--- config.mk ---
export PLATFORM = sky130hd
export DESIGN_NAME = ascii_tuning_command_decoder
export DESIGN_NICKNAME = d
export VERILOG_FILES = /design/src/atcd_pkg.sv /design/src/ascii_tuning_command_decoder.sv /design/src/atcd_ram.sv
export SDC_FILE = /design/constraint.sdc
export NUM_CORES = 1
export LEC_CHECK = 0
export BUFFER_PORTS_ARGS = -buffer_cell sky130_fd_sc_hd__buf_2
export CAP_MARGIN = 0
export CORE_MARGIN = 8
export CORE_UTILIZATION = 35
export CTS_CLUSTER_DIAMETER = 50
export DETAILED_ROUTE_END_ITERATION = 10
export SLEW_MARGIN = 20
export SYNTH_ARGS = -nofsm -noshare
export SYNTH_HDL_FRONTEND = slang
export SYNTH_SLANG_ARGS = --single-unit
--- constraint.sdc ---
create_clock -name clk -period 8.1 [get_ports clk]
set_input_delay 2.025 -clock clk [delete_from_list [all_inputs] [get_ports clk]]
set_output_delay 2.025 -clock clk [all_outputs]
set_load 0.02 [all_outputs]
--- src/atcd_pkg.sv ---
// shared constants, codes and helpers of the ascii tuning command decoder
// no dependencies

package atcd_pkg;

	localparam int LINE_CHARS_DEF   = 31;
	localparam int FRAC_DIGITS_DEF  = 5;
	localparam int DEFAULT_FAST_DEF = 100;
	localparam int DEFAULT_SLOW_DEF = 70;
	localparam int DEFAULT_MIN_DEF  = 40;

	localparam int CHAR_W  = 8;
	localparam int SPEED_W = 15;
	localparam int GAIN_W  = 32;
	localparam int ACT_W   = 3;
	localparam int SEL_W   = 3;
	localparam int MASK_W  = 2;
	localparam int OUT_W   = 88;

	localparam int IPART_W = 16;
	localparam int FNUM_W  = 20;
	localparam int K_W     = 3;
	localparam int SCNT_W  = 10;
	localparam int DEN_W   = 21;
	localparam int NUM_W   = 37;

	localparam logic [9:0]         SCALE_MAX  = 10'd200;
	localparam logic [9:0]         SCNT_SAT   = 10'd1000;
	localparam logic [IPART_W-1:0] IPART_SAT  = 16'd32768;
	localparam logic [SPEED_W-1:0] SPEED_MAX  = 15'h7FFF;
	localparam logic [GAIN_W-1:0]  GAIN_MAX   = 32'h7FFF_FFFF;

	localparam logic [CHAR_W-1:0] CH_CR    = 8'h0D;
	localparam logic [CHAR_W-1:0] CH_LF    = 8'h0A;
	localparam logic [CHAR_W-1:0] CH_QUERY = 8'h3F;
	localparam logic [CHAR_W-1:0] CH_PLUS  = 8'h2B;
	localparam logic [CHAR_W-1:0] CH_MINUS = 8'h2D;
	localparam logic [CHAR_W-1:0] CH_DOT   = 8'h2E;
	localparam logic [CHAR_W-1:0] CH_ZERO  = 8'h30;
	localparam logic [CHAR_W-1:0] CH_NINE  = 8'h39;
	localparam logic [CHAR_W-1:0] CH_UA    = 8'h41;
	localparam logic [CHAR_W-1:0] CH_UB    = 8'h42;
	localparam logic [CHAR_W-1:0] CH_UD    = 8'h44;
	localparam logic [CHAR_W-1:0] CH_UH    = 8'h48;
	localparam logic [CHAR_W-1:0] CH_UI    = 8'h49;
	localparam logic [CHAR_W-1:0] CH_UK    = 8'h4B;
	localparam logic [CHAR_W-1:0] CH_UP    = 8'h50;
	localparam logic [CHAR_W-1:0] CH_US    = 8'h53;
	localparam logic [CHAR_W-1:0] CH_UT    = 8'h54;
	localparam logic [CHAR_W-1:0] CH_UZ    = 8'h5A;
	localparam logic [CHAR_W-1:0] CH_LH    = 8'h68;

	typedef logic [ACT_W-1:0] action_t;
	localparam action_t ACT_STATUS  = 3'd0;
	localparam action_t ACT_HELP    = 3'd1;
	localparam action_t ACT_GAIN    = 3'd2;
	localparam action_t ACT_SCALED  = 3'd3;
	localparam action_t ACT_IGNORED = 3'd4;
	localparam action_t ACT_UNKNOWN = 3'd5;

	typedef logic [SEL_W-1:0] gain_sel_t;
	localparam gain_sel_t SEL_PID_P   = 3'd0;
	localparam gain_sel_t SEL_PID_I   = 3'd1;
	localparam gain_sel_t SEL_PID_D   = 3'd2;
	localparam gain_sel_t SEL_STEER_P = 3'd3;
	localparam gain_sel_t SEL_STEER_D = 3'd4;

	localparam logic [MASK_W-1:0] MASK_NONE = 2'd0;
	localparam logic [MASK_W-1:0] MASK_A    = 2'd1;
	localparam logic [MASK_W-1:0] MASK_B    = 2'd2;
	localparam logic [MASK_W-1:0] MASK_AB   = 2'd3;

	// ten to the power k, k up to six
	function automatic logic [FNUM_W-1:0] pow10(input logic [K_W-1:0] k);
		logic [FNUM_W-1:0] r;
		case (k)
			3'd0:    r = 20'd1;
			3'd1:    r = 20'd10;
			3'd2:    r = 20'd100;
			3'd3:    r = 20'd1000;
			3'd4:    r = 20'd10000;
			3'd5:    r = 20'd100000;
			3'd6:    r = 20'd1000000;
			default: r = 20'd1;
		endcase
		return r;
	endfunction

endpackage

--- src/ascii_tuning_command_decoder.sv ---
// ascii tuning command decoder: line store in ram, sequencer that walks the line,
// shared bit-serial divider for gain fraction rounding and speed rescaling
// depends on atcd_pkg and atcd_ram
//
// channel | dir | width | contents
// s_*     | in  | 8     | rx_byte
// m_*     | out | 88    | action, gain_select, motor_mask, gain_value, fast, slow, min
//
// a character byte is taken while the decoder is idle; a line end starts a decode that reads
// the stored line from the ram one character at a time, an address state then a data state each
// status, help and unknown lines load the result after the first two characters, a gain
// after a divider pass over 37 quotient bits, a speed scale after two multiply
// and divide passes; bad values stop early
// s_tready is low from the end of a nonempty line until the result is loaded into the output
// register, which waits while an earlier result is still held there
// reset clears the line length and loads the default speeds

module ascii_tuning_command_decoder
	import atcd_pkg::*;
#(
	parameter int LINE_CHARS   = LINE_CHARS_DEF,
	parameter int FRAC_DIGITS  = FRAC_DIGITS_DEF,
	parameter int DEFAULT_FAST = DEFAULT_FAST_DEF,
	parameter int DEFAULT_SLOW = DEFAULT_SLOW_DEF,
	parameter int DEFAULT_MIN  = DEFAULT_MIN_DEF
) (
	input  logic             clk,
	input  logic             arst_n,
	input  logic             s_tvalid,
	output logic             s_tready,
	input  logic [7:0]       s_tdata,  // rx_byte
	output logic             m_tvalid,
	input  logic             m_tready,
	output logic [OUT_W-1:0] m_tdata   // action, gain_select, motor_mask, gain_value,
	                                   // speed_fast_out, speed_slow_out, speed_min_out
);

	localparam int AW = $clog2(LINE_CHARS);
	localparam int PW = $clog2(LINE_CHARS + 1);
	localparam int CW = $clog2(NUM_W + 1);

	typedef enum logic [2:0] {ST_IDLE, ST_ADDR, ST_DATA, ST_MUL, ST_DIV, ST_DONE} state_t;
	typedef enum logic [2:0] {PH_C0, PH_C1, PH_GFIRST, PH_GINT, PH_GFRAC, PH_SCALE} phase_t;
	typedef enum logic [1:0] {DV_FRAC, DV_SLOW, DV_MIN} div_t;

	state_t               st_q;
	phase_t               ph_q;
	div_t                 dv_q;
	logic [PW-1:0]        len_q;
	logic [PW-1:0]        pos_q;
	logic [CHAR_W-1:0]    c0_q;
	action_t              act_q;
	gain_sel_t            sel_q;
	logic [MASK_W-1:0]    mask_q;
	logic [GAIN_W-1:0]    val_q;
	logic                 neg_q;
	logic [IPART_W-1:0]   ipart_q;
	logic [FNUM_W-1:0]    fnum_q;
	logic [K_W-1:0]       k_q;
	logic [SCNT_W-1:0]    n_q;
	logic [NUM_W-1:0]     num_q;
	logic [DEN_W-1:0]     den_q;
	logic [DEN_W-1:0]     rem_q;
	logic [CW-1:0]        cnt_q;
	logic [SPEED_W-1:0]   fast_q;
	logic [SPEED_W-1:0]   slow_q;
	logic [SPEED_W-1:0]   min_q;
	logic                 m_tvalid_q;
	logic [OUT_W-1:0]     m_tdata_q;

	logic                 in_acc;
	logic                 line_end;
	logic                 ram_we;
	logic [CHAR_W-1:0]    rdata;
	logic [CHAR_W-1:0]    ch;
	logic                 is_dig;
	logic [3:0]           dig;
	logic [19:0]          ipart_x10;
	logic [IPART_W-1:0]   ipart_nx;
	logic [23:0]          fnum_x10;
	logic [13:0]          n_x10;
	logic [SCNT_W-1:0]    n_nx;
	logic                 pid_c0;
	logic                 c1_upper;
	logic [FNUM_W-1:0]    fden;
	logic [NUM_W-1:0]     frac_num;
	logic [DEN_W:0]       rem_sh;
	logic                 ge;
	logic [DEN_W:0]       rem_sub;
	logic [SPEED_W-1:0]   old_spd;
	logic [22:0]          prod;
	logic [SPEED_W-1:0]   quo_sat;
	logic [32:0]          mag;
	logic [GAIN_W-1:0]    mag_sat;
	gain_sel_t            pid_sel;
	logic                 out_free;

	assign in_acc   = s_tvalid & s_tready;
	assign line_end = (s_tdata == CH_CR) || (s_tdata == CH_LF);
	assign ram_we   = in_acc && !line_end && (len_q < PW'(LINE_CHARS));
	assign s_tready = (st_q == ST_IDLE);
	assign m_tvalid = m_tvalid_q;
	assign m_tdata  = m_tdata_q;
	assign out_free = !m_tvalid_q || m_tready;

	atcd_ram #(
		.WIDTH(CHAR_W),
		.DEPTH(LINE_CHARS)
	) u_line (
		.clk  (clk),
		.we   (ram_we),
		.waddr(len_q[AW-1:0]),
		.wdata(s_tdata),
		.raddr(pos_q[AW-1:0]),
		.rdata(rdata)
	);

	always_comb begin
		ch        = (pos_q < len_q) ? rdata : '0;
		is_dig    = (ch >= CH_ZERO) && (ch <= CH_NINE);
		dig       = ch[3:0];
		ipart_x10 = {1'b0, ipart_q, 3'b000} + {3'b000, ipart_q, 1'b0} + 20'(dig);
		ipart_nx  = (ipart_x10 > 20'(IPART_SAT)) ? IPART_SAT : ipart_x10[IPART_W-1:0];
		fnum_x10  = {1'b0, fnum_q, 3'b000} + {3'b000, fnum_q, 1'b0} + 24'(dig);
		n_x10     = {1'b0, n_q, 3'b000} + {3'b000, n_q, 1'b0} + 14'(dig);
		n_nx      = (n_x10 > 14'(SCNT_SAT)) ? SCNT_SAT : n_x10[SCNT_W-1:0];
		pid_c0    = (c0_q == CH_UP) || (c0_q == CH_UI) || (c0_q == CH_UD);
		c1_upper  = (ch >= CH_UA) && (ch <= CH_UZ);
		pid_sel   = (c0_q == CH_UP) ? SEL_PID_P : ((c0_q == CH_UI) ? SEL_PID_I : SEL_PID_D);
		fden      = pow10(k_q);
		frac_num  = {fnum_q, 17'b0} + NUM_W'(fden);
		rem_sh    = {rem_q, num_q[NUM_W-1]};
		ge        = rem_sh >= {1'b0, den_q};
		rem_sub   = rem_sh - {1'b0, den_q};
		old_spd   = (dv_q == DV_SLOW) ? slow_q : min_q;
		prod      = 23'(old_spd) * 23'(n_q[7:0]);
		quo_sat   = (|num_q[NUM_W-1:SPEED_W]) ? SPEED_MAX : num_q[SPEED_W-1:0];
		mag       = {1'b0, ipart_q, 16'b0} + 33'(num_q[16:0]);
		mag_sat   = (mag[32] || mag[31]) ? GAIN_MAX : mag[31:0];
	end

	always_ff @(posedge clk or negedge arst_n) begin
		if (!arst_n) begin
			st_q       <= ST_IDLE;
			ph_q       <= PH_C0;
			dv_q       <= DV_FRAC;
			len_q      <= '0;
			pos_q      <= '0;
			c0_q       <= '0;
			act_q      <= ACT_STATUS;
			sel_q      <= SEL_PID_P;
			mask_q     <= MASK_NONE;
			val_q      <= '0;
			neg_q      <= 1'b0;
			ipart_q    <= '0;
			fnum_q     <= '0;
			k_q        <= '0;
			n_q        <= '0;
			num_q      <= '0;
			den_q      <= '0;
			rem_q      <= '0;
			cnt_q      <= '0;
			fast_q     <= SPEED_W'(DEFAULT_FAST);
			slow_q     <= SPEED_W'(DEFAULT_SLOW);
			min_q      <= SPEED_W'(DEFAULT_MIN);
			m_tvalid_q <= 1'b0;
			m_tdata_q  <= '0;
		end else begin
			if (m_tvalid_q && m_tready) begin
				m_tvalid_q <= 1'b0;
			end
			case (st_q)
				ST_IDLE: begin
					if (ram_we) begin
						len_q <= len_q + PW'(1);
					end
					if (in_acc && line_end && (len_q != '0)) begin
						pos_q <= '0;
						ph_q  <= PH_C0;
						st_q  <= ST_ADDR;
					end
				end
				ST_ADDR: begin
					st_q <= ST_DATA;
				end
				ST_DATA: begin
					st_q <= ST_ADDR;
					case (ph_q)
						PH_C0: begin
							c0_q  <= ch;
							pos_q <= PW'(1);
							ph_q  <= PH_C1;
						end
						PH_C1: begin
							neg_q   <= 1'b0;
							ipart_q <= '0;
							fnum_q  <= '0;
							k_q     <= '0;
							n_q     <= '0;
							ph_q    <= PH_GFIRST;
							if ((c0_q == CH_QUERY) || ((c0_q == CH_US) && (ch == CH_UT))) begin
								act_q <= ACT_STATUS;
								st_q  <= ST_DONE;
							end else if ((c0_q == CH_UH) || (c0_q == CH_LH)) begin
								act_q <= ACT_HELP;
								st_q  <= ST_DONE;
							end else if (pid_c0 && !c1_upper) begin
								sel_q  <= pid_sel;
								mask_q <= MASK_AB;
								pos_q  <= PW'(1);
							end else if (pid_c0 && ((ch == CH_UA) || (ch == CH_UB))) begin
								sel_q  <= pid_sel;
								mask_q <= (ch == CH_UA) ? MASK_A : MASK_B;
								pos_q  <= PW'(2);
							end else if (c0_q == CH_US) begin
								pos_q <= PW'(1);
								ph_q  <= PH_SCALE;
							end else if ((c0_q == CH_UK) && ((ch == CH_UP) || (ch == CH_UD))) begin
								sel_q  <= (ch == CH_UP) ? SEL_STEER_P : SEL_STEER_D;
								mask_q <= MASK_NONE;
								pos_q  <= PW'(2);
							end else begin
								act_q <= ACT_UNKNOWN;
								st_q  <= ST_DONE;
							end
						end
						PH_GFIRST: begin
							ph_q <= PH_GINT;
							if (ch == '0) begin
								act_q <= ACT_IGNORED;
								st_q  <= ST_DONE;
							end else if (ch == CH_MINUS) begin
								neg_q <= 1'b1;
								pos_q <= pos_q + PW'(1);
							end else if (ch == CH_PLUS) begin
								pos_q <= pos_q + PW'(1);
							end
						end
						PH_GINT, PH_GFRAC: begin
							if (is_dig) begin
								pos_q <= pos_q + PW'(1);
								if (ph_q == PH_GINT) begin
									ipart_q <= ipart_nx;
								end else if (k_q < K_W'(FRAC_DIGITS)) begin
									fnum_q <= fnum_x10[FNUM_W-1:0];
									k_q    <= k_q + K_W'(1);
								end
							end else if ((ph_q == PH_GINT) && (ch == CH_DOT)) begin
								pos_q <= pos_q + PW'(1);
								ph_q  <= PH_GFRAC;
							end else begin
								num_q <= frac_num;
								den_q <= {fden, 1'b0};
								rem_q <= '0;
								cnt_q <= CW'(NUM_W);
								dv_q  <= DV_FRAC;
								st_q  <= ST_DIV;
							end
						end
						PH_SCALE: begin
							if (is_dig) begin
								n_q   <= n_nx;
								pos_q <= pos_q + PW'(1);
							end else if ((n_q != '0) && (n_q <= SCALE_MAX) && (fast_q != '0)) begin
								dv_q <= DV_SLOW;
								st_q <= ST_MUL;
							end else begin
								act_q <= ACT_IGNORED;
								st_q  <= ST_DONE;
							end
						end
						default: begin
							st_q <= ST_IDLE;
						end
					endcase
				end
				ST_MUL: begin
					num_q <= NUM_W'({prod, 1'b0}) + NUM_W'(fast_q);
					den_q <= DEN_W'({fast_q, 1'b0});
					rem_q <= '0;
					cnt_q <= CW'(NUM_W);
					st_q  <= ST_DIV;
				end
				ST_DIV: begin
					if (cnt_q != '0) begin
						rem_q <= ge ? rem_sub[DEN_W-1:0] : rem_sh[DEN_W-1:0];
						num_q <= {num_q[NUM_W-2:0], ge};
						cnt_q <= cnt_q - CW'(1);
					end else begin
						case (dv_q)
							DV_FRAC: begin
								val_q <= neg_q ? (GAIN_W'(0) - mag_sat) : mag_sat;
								act_q <= ACT_GAIN;
								st_q  <= ST_DONE;
							end
							DV_SLOW: begin
								slow_q <= quo_sat;
								dv_q   <= DV_MIN;
								st_q   <= ST_MUL;
							end
							default: begin
								min_q  <= quo_sat;
								fast_q <= SPEED_W'(n_q);
								act_q  <= ACT_SCALED;
								st_q   <= ST_DONE;
							end
						endcase
					end
				end
				ST_DONE: begin
					if (out_free) begin
						m_tvalid_q <= 1'b1;
						if (act_q == ACT_GAIN) begin
							m_tdata_q <= {3'b000, min_q, slow_q, fast_q, val_q, mask_q, sel_q,
								act_q};
						end else begin
							m_tdata_q <= {3'b000, min_q, slow_q, fast_q, GAIN_W'(0), MASK_NONE,
								SEL_PID_P, act_q};
						end
						len_q <= '0;
						st_q  <= ST_IDLE;
					end
				end
				default: begin
					st_q <= ST_IDLE;
				end
			endcase
		end
	end

	a_len_bound: assert property (@(posedge clk) disable iff (!arst_n)
		len_q <= PW'(LINE_CHARS))
		else $error("line length beyond store depth");

	a_gain_zero: assert property (@(posedge clk) disable iff (!arst_n)
		m_tvalid && (m_tdata[2:0] != ACT_GAIN) |-> (m_tdata[39:3] == '0))
		else $error("gain fields set on a non-gain transaction");

	a_scaled_fast: assert property (@(posedge clk) disable iff (!arst_n)
		m_tvalid && (m_tdata[2:0] == ACT_SCALED) |->
			(m_tdata[54:40] != '0) && (m_tdata[54:40] <= 15'd200))
		else $error("scaled speed out of range");

	a_busy_on_end: assert property (@(posedge clk) disable iff (!arst_n)
		in_acc && line_end && (len_q != '0) |=> !s_tready)
		else $error("line end did not start a decode");

endmodule

--- src/atcd_ram.sv ---
// generic single-port-write, single-port-read ram with registered read data
// no dependencies

module atcd_ram #(
	parameter int WIDTH = 8,
	parameter int DEPTH = 31
) (
	input  logic                     clk,
	input  logic                     we,
	input  logic [$clog2(DEPTH)-1:0] waddr,
	input  logic [WIDTH-1:0]         wdata,
	input  logic [$clog2(DEPTH)-1:0] raddr,
	output logic [WIDTH-1:0]         rdata
);

	logic [WIDTH-1:0] mem [DEPTH];

	always_ff @(posedge clk) begin
		if (we) begin
			mem[waddr] <= wdata;
		end
		rdata <= mem[raddr];
	end

endmodule
======== Yosys cells after proc, flatten, opt, wreduce, memory -nomap -nowiden ========
Memories as Yosys holds them, arrays and structs flattened. A register that Yosys moved wholly into a read port is not among the register bits.
Index checks and enable logic that the tools add are counted.
storage, ports and cells
  logic and storage cells ................. 325
  register bits after elaboration ......... 327
  input bits .............................. 12
  output and inout bits ................... 90
  memories kept ........................... 1
  bits in writable memories ............... 248
memories
  memory      depth  bits a word  read ports  clocked after memory_dff  write ports  RTL line        source
  u_line.mem  31     8            1           1                         1            atcd_ram.sv:16  logic [WIDTH-1:0] mem [DEPTH];
cells by class
  reductions and logical operators ........ 64
  muxes and demuxes ....................... 128
  add/sub/neg operators ................... 15
  multipliers ............................. 1
  equal/unequal tests ..................... 76
  order comparisons ....................... 11
  bitwise gates (word level) .............. 5
operator list
  operator                 number
  $mux W21                 8
  $mux W37                 4
  $mux W3                  41
  $pmux W20 S6             1
  $pmux W37 S3             1
  $eq A8 B7 Y1 const B     12
  $mux W5                  15
  $mux W32                 2
  $pmux W21 S3             1
  $mux W20                 3
  $mux W16                 3
  $pmux W21 S2             1
  $add A20 B4 Y20          2
  $mux W40                 1
  $pmux W20 S2             1
  $add A37 B20 Y37         1
  $add A32 B17 Y33         1
  $ne A3 B3 Y1 const B     11
  $eq A8 B6 Y1 const B     4
  $pmux W16 S2             1
  $sub A1 B32 Y32 const A  1
  $mux W15                 2
  $ne A2 B2 Y1 const B     14
  $mux W2                  13
  74 further kinds         156

======== Longest topological paths before layout ========
  depth in word-level cells ............... 13
  mapped depth ............................ 26
  depth with buffers taken out ............ 24

======== By module ========
A second synthesis with hierarchy kept.
second synthesis, totals
  cells, all modules ...................... 3311
  area, all modules ....................... 33753.6 µm²
by module, submodules not included
  module                        cells an instance  times used  area each (µm²)
  ascii_tuning_command_decoder  2789               1           23759.0
  atcd_ram                      522                1           9994.6

======== Least setup slack after synthesis ========
Ideal clock, no wire load.
  kind .................................... flip-flop to flip-flop
  start point ............................. reg dv_q[1]
  end point ............................... reg num_q[23]
  cell stages (with the launch flop) ...... 23
  setup time .............................. 0.069 ns
  arrival time ............................ 6.608 ns
  slack ................................... 1.423 ns
  buffers on the path ..................... 2
  cells stage by stage .................... dfrtp_1 nand2b_1 clkbuf_1 clkbuf_1 mux2i_1 nand2b_1 fa_1 fa_1 inv_1 fa_1 inv_1 fa_1 inv_1 ha_1 o211ai_1 o211ai_1 a41o_1 a21oi_1 or4b_1 a311oi_1 nand3_1 or4_1 nand3_1
between the ends
  longest elaborated chain between the ends .. 5
ends and longest elaborated chain
  what                    RTL line                             source
  start, declared         ascii_tuning_command_decoder.sv:48   div_t dv_q;
  start signal, assigned  ascii_tuning_command_decoder.sv:146  dv_q <= DV_FRAC;
  start signal, assigned  ascii_tuning_command_decoder.sv:256  dv_q <= DV_FRAC;
  start signal, assigned  ascii_tuning_command_decoder.sv:265  dv_q <= DV_SLOW;
  $eq A2 B1 Y1            ascii_tuning_command_decoder.sv:135  old_spd = (dv_q == DV_SLOW) ? slow_q : min_q;
  $mux W15                ascii_tuning_command_decoder.sv:135
  $mul A15 B8 Y23         ascii_tuning_command_decoder.sv:136  prod = 23'(old_spd) * 23'(n_q[7:0]);
  $add A24 B10 Y25        ascii_tuning_command_decoder.sv:278  num_q <= NUM_W'({prod, 1'b0}) + NUM_W'(fast_q);
  $pmux W37 S3            ascii_tuning_command_decoder.sv:172  case (st_q)
  end signal, assigned    ascii_tuning_command_decoder.sv:252  num_q <= frac_num;
  end signal, assigned    ascii_tuning_command_decoder.sv:278
  end signal, assigned    ascii_tuning_command_decoder.sv:287  num_q <= {num_q[NUM_W-2:0], ge};
  end, declared           ascii_tuning_command_decoder.sv:61   logic [NUM_W-1:0] num_q;
No other way between the ends.
A chain may end at the register's enable or synchronous reset.

======== Worst setup path in the final report ========
Same ends and word-level chain as after synthesis.

==> results_dict.tcl <==
set metrics [dict create \
    vdd_drop_max_mv 0.1757 \
    routed_wl_um 84720 \
    power_frac_seq_pct 38.3 \
    r2r_setup_slack_ns 0.73 \
    ys_ff_latch 572 \
    cp-start-kind "flop" \
    ant_nets 0 \
    cts-hold-fix-buffers 0 \
    rsz0062_at_grt "false" \
    yosysMostFrequentCell "nand2_1" \
    pwr-share-comb_pct 25.9 \
    synth_cell_types 93 \
    num-fill-cells 9231 \
    drv_cap 0 \
    end_kind "flop" \
    grt_pass1_vias 24250 \
    cts.sinks 572 \
    hold_slack_ns 0.4676 \
    syn-cell-area_mm2 0.03366 \
    diodes 0 \
    synth_commonest_cells "nand2_1 (490), dfrtp_1 (308), edfxtp_1 (248)" \
    gr-usage-all-layers_pct 15.73 \
    finalCriticalPeriod_ns 7.366 \
    p_switching_w 0.003145 \
    placedCellCount 4476 \
    whs_path_depth 2 \
    top_usage_layer "met2" \
    die_w_um 326.1 \
    p_leak_nw 15.91 \
    worstSetupPathType "reg -> reg" \
    clockBufferDepth 3 \
    via_per_inst 5.292 \
    grt_pass1_wl_um 137100 \
    slew_violations 0 \
    h-tree-depth 3 \
    synth-main-ff-cell "dfrtp_1" \
    crit_top_cell "fa_1" \
    dp_hpwl_um 59980 \
    die_area_mm2 0.1064 \
    worst_hold_path.endpoint "m_tdata[69]$_DFFE_PN0P_" \
    drtIter0Drc 1718 \
    wl_per_cell_um 18.37 \
    yosysTopAreaCellShare_pct 22.90 \
    path_max_fanout 16 \
    pwr-share-clk_pct 35.8 \
    r2r-start "dv_q[1]$_DFFE_PN0P_" \
    swShare_pct 34.10 \
    p_int_w 0.006078 \
    use_met3_pct 2.320 \
    status "complete, no violations" \
    synth_edf_count 248 \
    avgSynthCellArea_um2 10.43 \
    ios 102 \
    cp_data_required_time_ns 8.67 \
    power_density_mw_per_mm2 242.9 \
    crit_path_max_incr_delay_ns 0.82 \
    instances_no_fill 4612 \
    fmax_mhz 135.8 \
    path_cells "nand2b_1, mux2i_1, nand2b_1, fa_1, fa_1, inv_1, fa_1, inv_1, fa_1, inv_1, ha_1, o211ai_1, o211ai_1, a41o_1, a21oi_1, or4b_1, a311oi_1, nand3_1, or4_1, nand3_1" \
    post-cts-setup-buffers 0 \
    start_util_pct 35.38 \
    dr_total_vias 24410 \
    cpMaxStageDelayCell "nand2b_1" \
    synth_top_cell_by_area "dfrtp_1" \
    reg2regPathDepth 20 \
    postSynth.asyncResetShare_pct 55.24 \
    period_share_pct 90.94 \
    antenna_found_initial 2 \
    drc 0 \
    drt_pass1_iterations 7 \
    place_congestion 0.8609 \
    synthCells 3228 \
    clock_latency_ns 0.64 \
    clkTransAtPathRegs_ns 0.06 \
    rows 113 \
    globalRouteMet1Util_pct 21.53 \
    timing.rr.end "num_q[23]$_DFFE_PN0P_" \
    grt_max_degree 103 \
    ys_seq_area_share_pct 46.12 \
    drive_gt1_share_pct 11.62 \
    dieHeight_um 326.1 \
    core_area_mm2 0.09515 \
    min_from "m_tdata[69]$_DFFE_PN0P_" \
    finalClockSkew_ns 0.03764 \
    cp.arrival_ns 7.94 \
    cts-resized-gates 0 \
    grt_use_met2_pct 25.58 \
    numPortBuffers 93 \
    grt_overflow 0 \
    setup_violations 0 \
    netlist_top_cells_area "dfrtp_1 (23%), edfxtp_1 (22%), ha_1 (6.5%)" \
    fin_util_pct 39.91 \
    max-slew-margin-rel_pct 24.14 \
    finalNetCount 3562 \
    hp-class "reg -> reg" \
    hold_viol_final 0 \
    numCtsBuffers 75 \
    worst_pin_slew_ns 1.123 \
    finalSetupTns_ns 0 \
    cts_root_buf "clkbuf_16" \
    synth_warnings 0 \
    total_power_w 0.009223 \
    cts_tree "done" \
    syn_to_final_growth_pct 12.80 \
]
-- flip-flops by register name (all words and copies together), names as in the netlist, 3 cells and up --
name / cells
act_q: 3
c0_q: 8
cnt_q: 6
den_q: 15
fast_q: 10
fnum_q: 20
ipart_q: 16
k_q: 3
len_q: 5
m_tdata: 80
min_q: 15
n_q: 10
num_q: 37
ph_q: 3
pos_q: 5
rem_q: 21
sel_q: 3
slow_q: 15
st_q: 3
u_line.mem: 248
u_line.rdata: 8
val_q: 32
-- cell usage in the layout (no fill, tap or decap), types with 33 or more instances in the layout --
cell type,count
dfrtp_1,306
clkbuf_16,78
nor2_1,223
buf_4,33
buf_2,92
inv_1,173
nand3_1,56
edfxtp_1,248
nor3_1,63
nand2_1,489
xor2_1,59
o21ai_0,226
fa_1,87
xnor2_1,65
mux4_2,72
ha_1,175
nor2b_1,108
nand2b_1,42
a21oi_1,118
-- critical path, delay by kind of cell, from the launching register on --
family / cells / cell delay, ns
adders and majority gates: 5 / 2.40
and+or+nand+nor: 6 / 2.37
AOI/OAI and AO/OA: 5 / 1.23
muxes: 1 / 0.74
DFF: 1 / 0.39
buffers and inverters: 3 / 0.15
-- final cells by class --
cell class,count,area [um^2],share of cell area [%]
Clock buffer,100,2125,5.595
Clock inverter,36,374.1,0.9852
Inverter,173,649.4,1.710
Multi-Input combinational cell,2339,16970,44.69
Sequential cell,572,15530,40.90
Tap cell,1265,1583,4.168
Timing Repair Buffer,127,743.2,1.957
-- routing by layer --
layer  vias to the layer above  wire length (um)
met5                         -                 0
met4                         0              2375
met3                       134              3686
met2                       566             39550
met1                     12040             39100
li1                      11670                 -
-- worst max path at each step --
stage                                   start               endpoint  slack (ns)
after floorplan           dv_q[1]$_DFFE_PN0P_  num_q[23]$_DFFE_PN0P_        1.42
after global placement    dv_q[1]$_DFFE_PN0P_  num_q[23]$_DFFE_PN0P_        0.96
after detailed placement  dv_q[1]$_DFFE_PN0P_  num_q[23]$_DFFE_PN0P_        0.82
after CTS                 dv_q[1]$_DFFE_PN0P_  num_q[23]$_DFFE_PN0P_        0.80
after global routing      dv_q[1]$_DFFE_PN0P_  num_q[23]$_DFFE_PN0P_        0.29
final                     dv_q[1]$_DFFE_PN0P_  num_q[23]$_DFFE_PN0P_        0.73
-- kinds of logic after synthesis --
group	Yosys count	synth area share [%]
compound gates	650	12.39
xor+xnor	124	3.226
fa+ha+maj	262	11.68
buf+inv	324	3.724
flops	572	46.12
mux	128	6.590
other cells	1	0.01114
simple gates	1167	16.26
-- through the flow --
stage	area, um^2	worst slack [ns]
after global routing	37970	0.2920
after floorplan	33690	1.423
after CTS	37970	0.8006
after detailed placement	35470	0.8202
final	37970	0.7342
after global placement	35470	0.9570
-- power by group through the flow --
stage	Clock [W]	Sequential [W]	Combinational (W)
floorplan	0	0.00345	0.00174
global placement	0	0.00358	0.00235
detailed placement	0	0.00358	0.00237
CTS	0.00338	0.00353	0.00239
global route	0.00350	0.00356	0.00264
finish	0.00330	0.00353	0.00239
(Power assumes the default switching activity.)
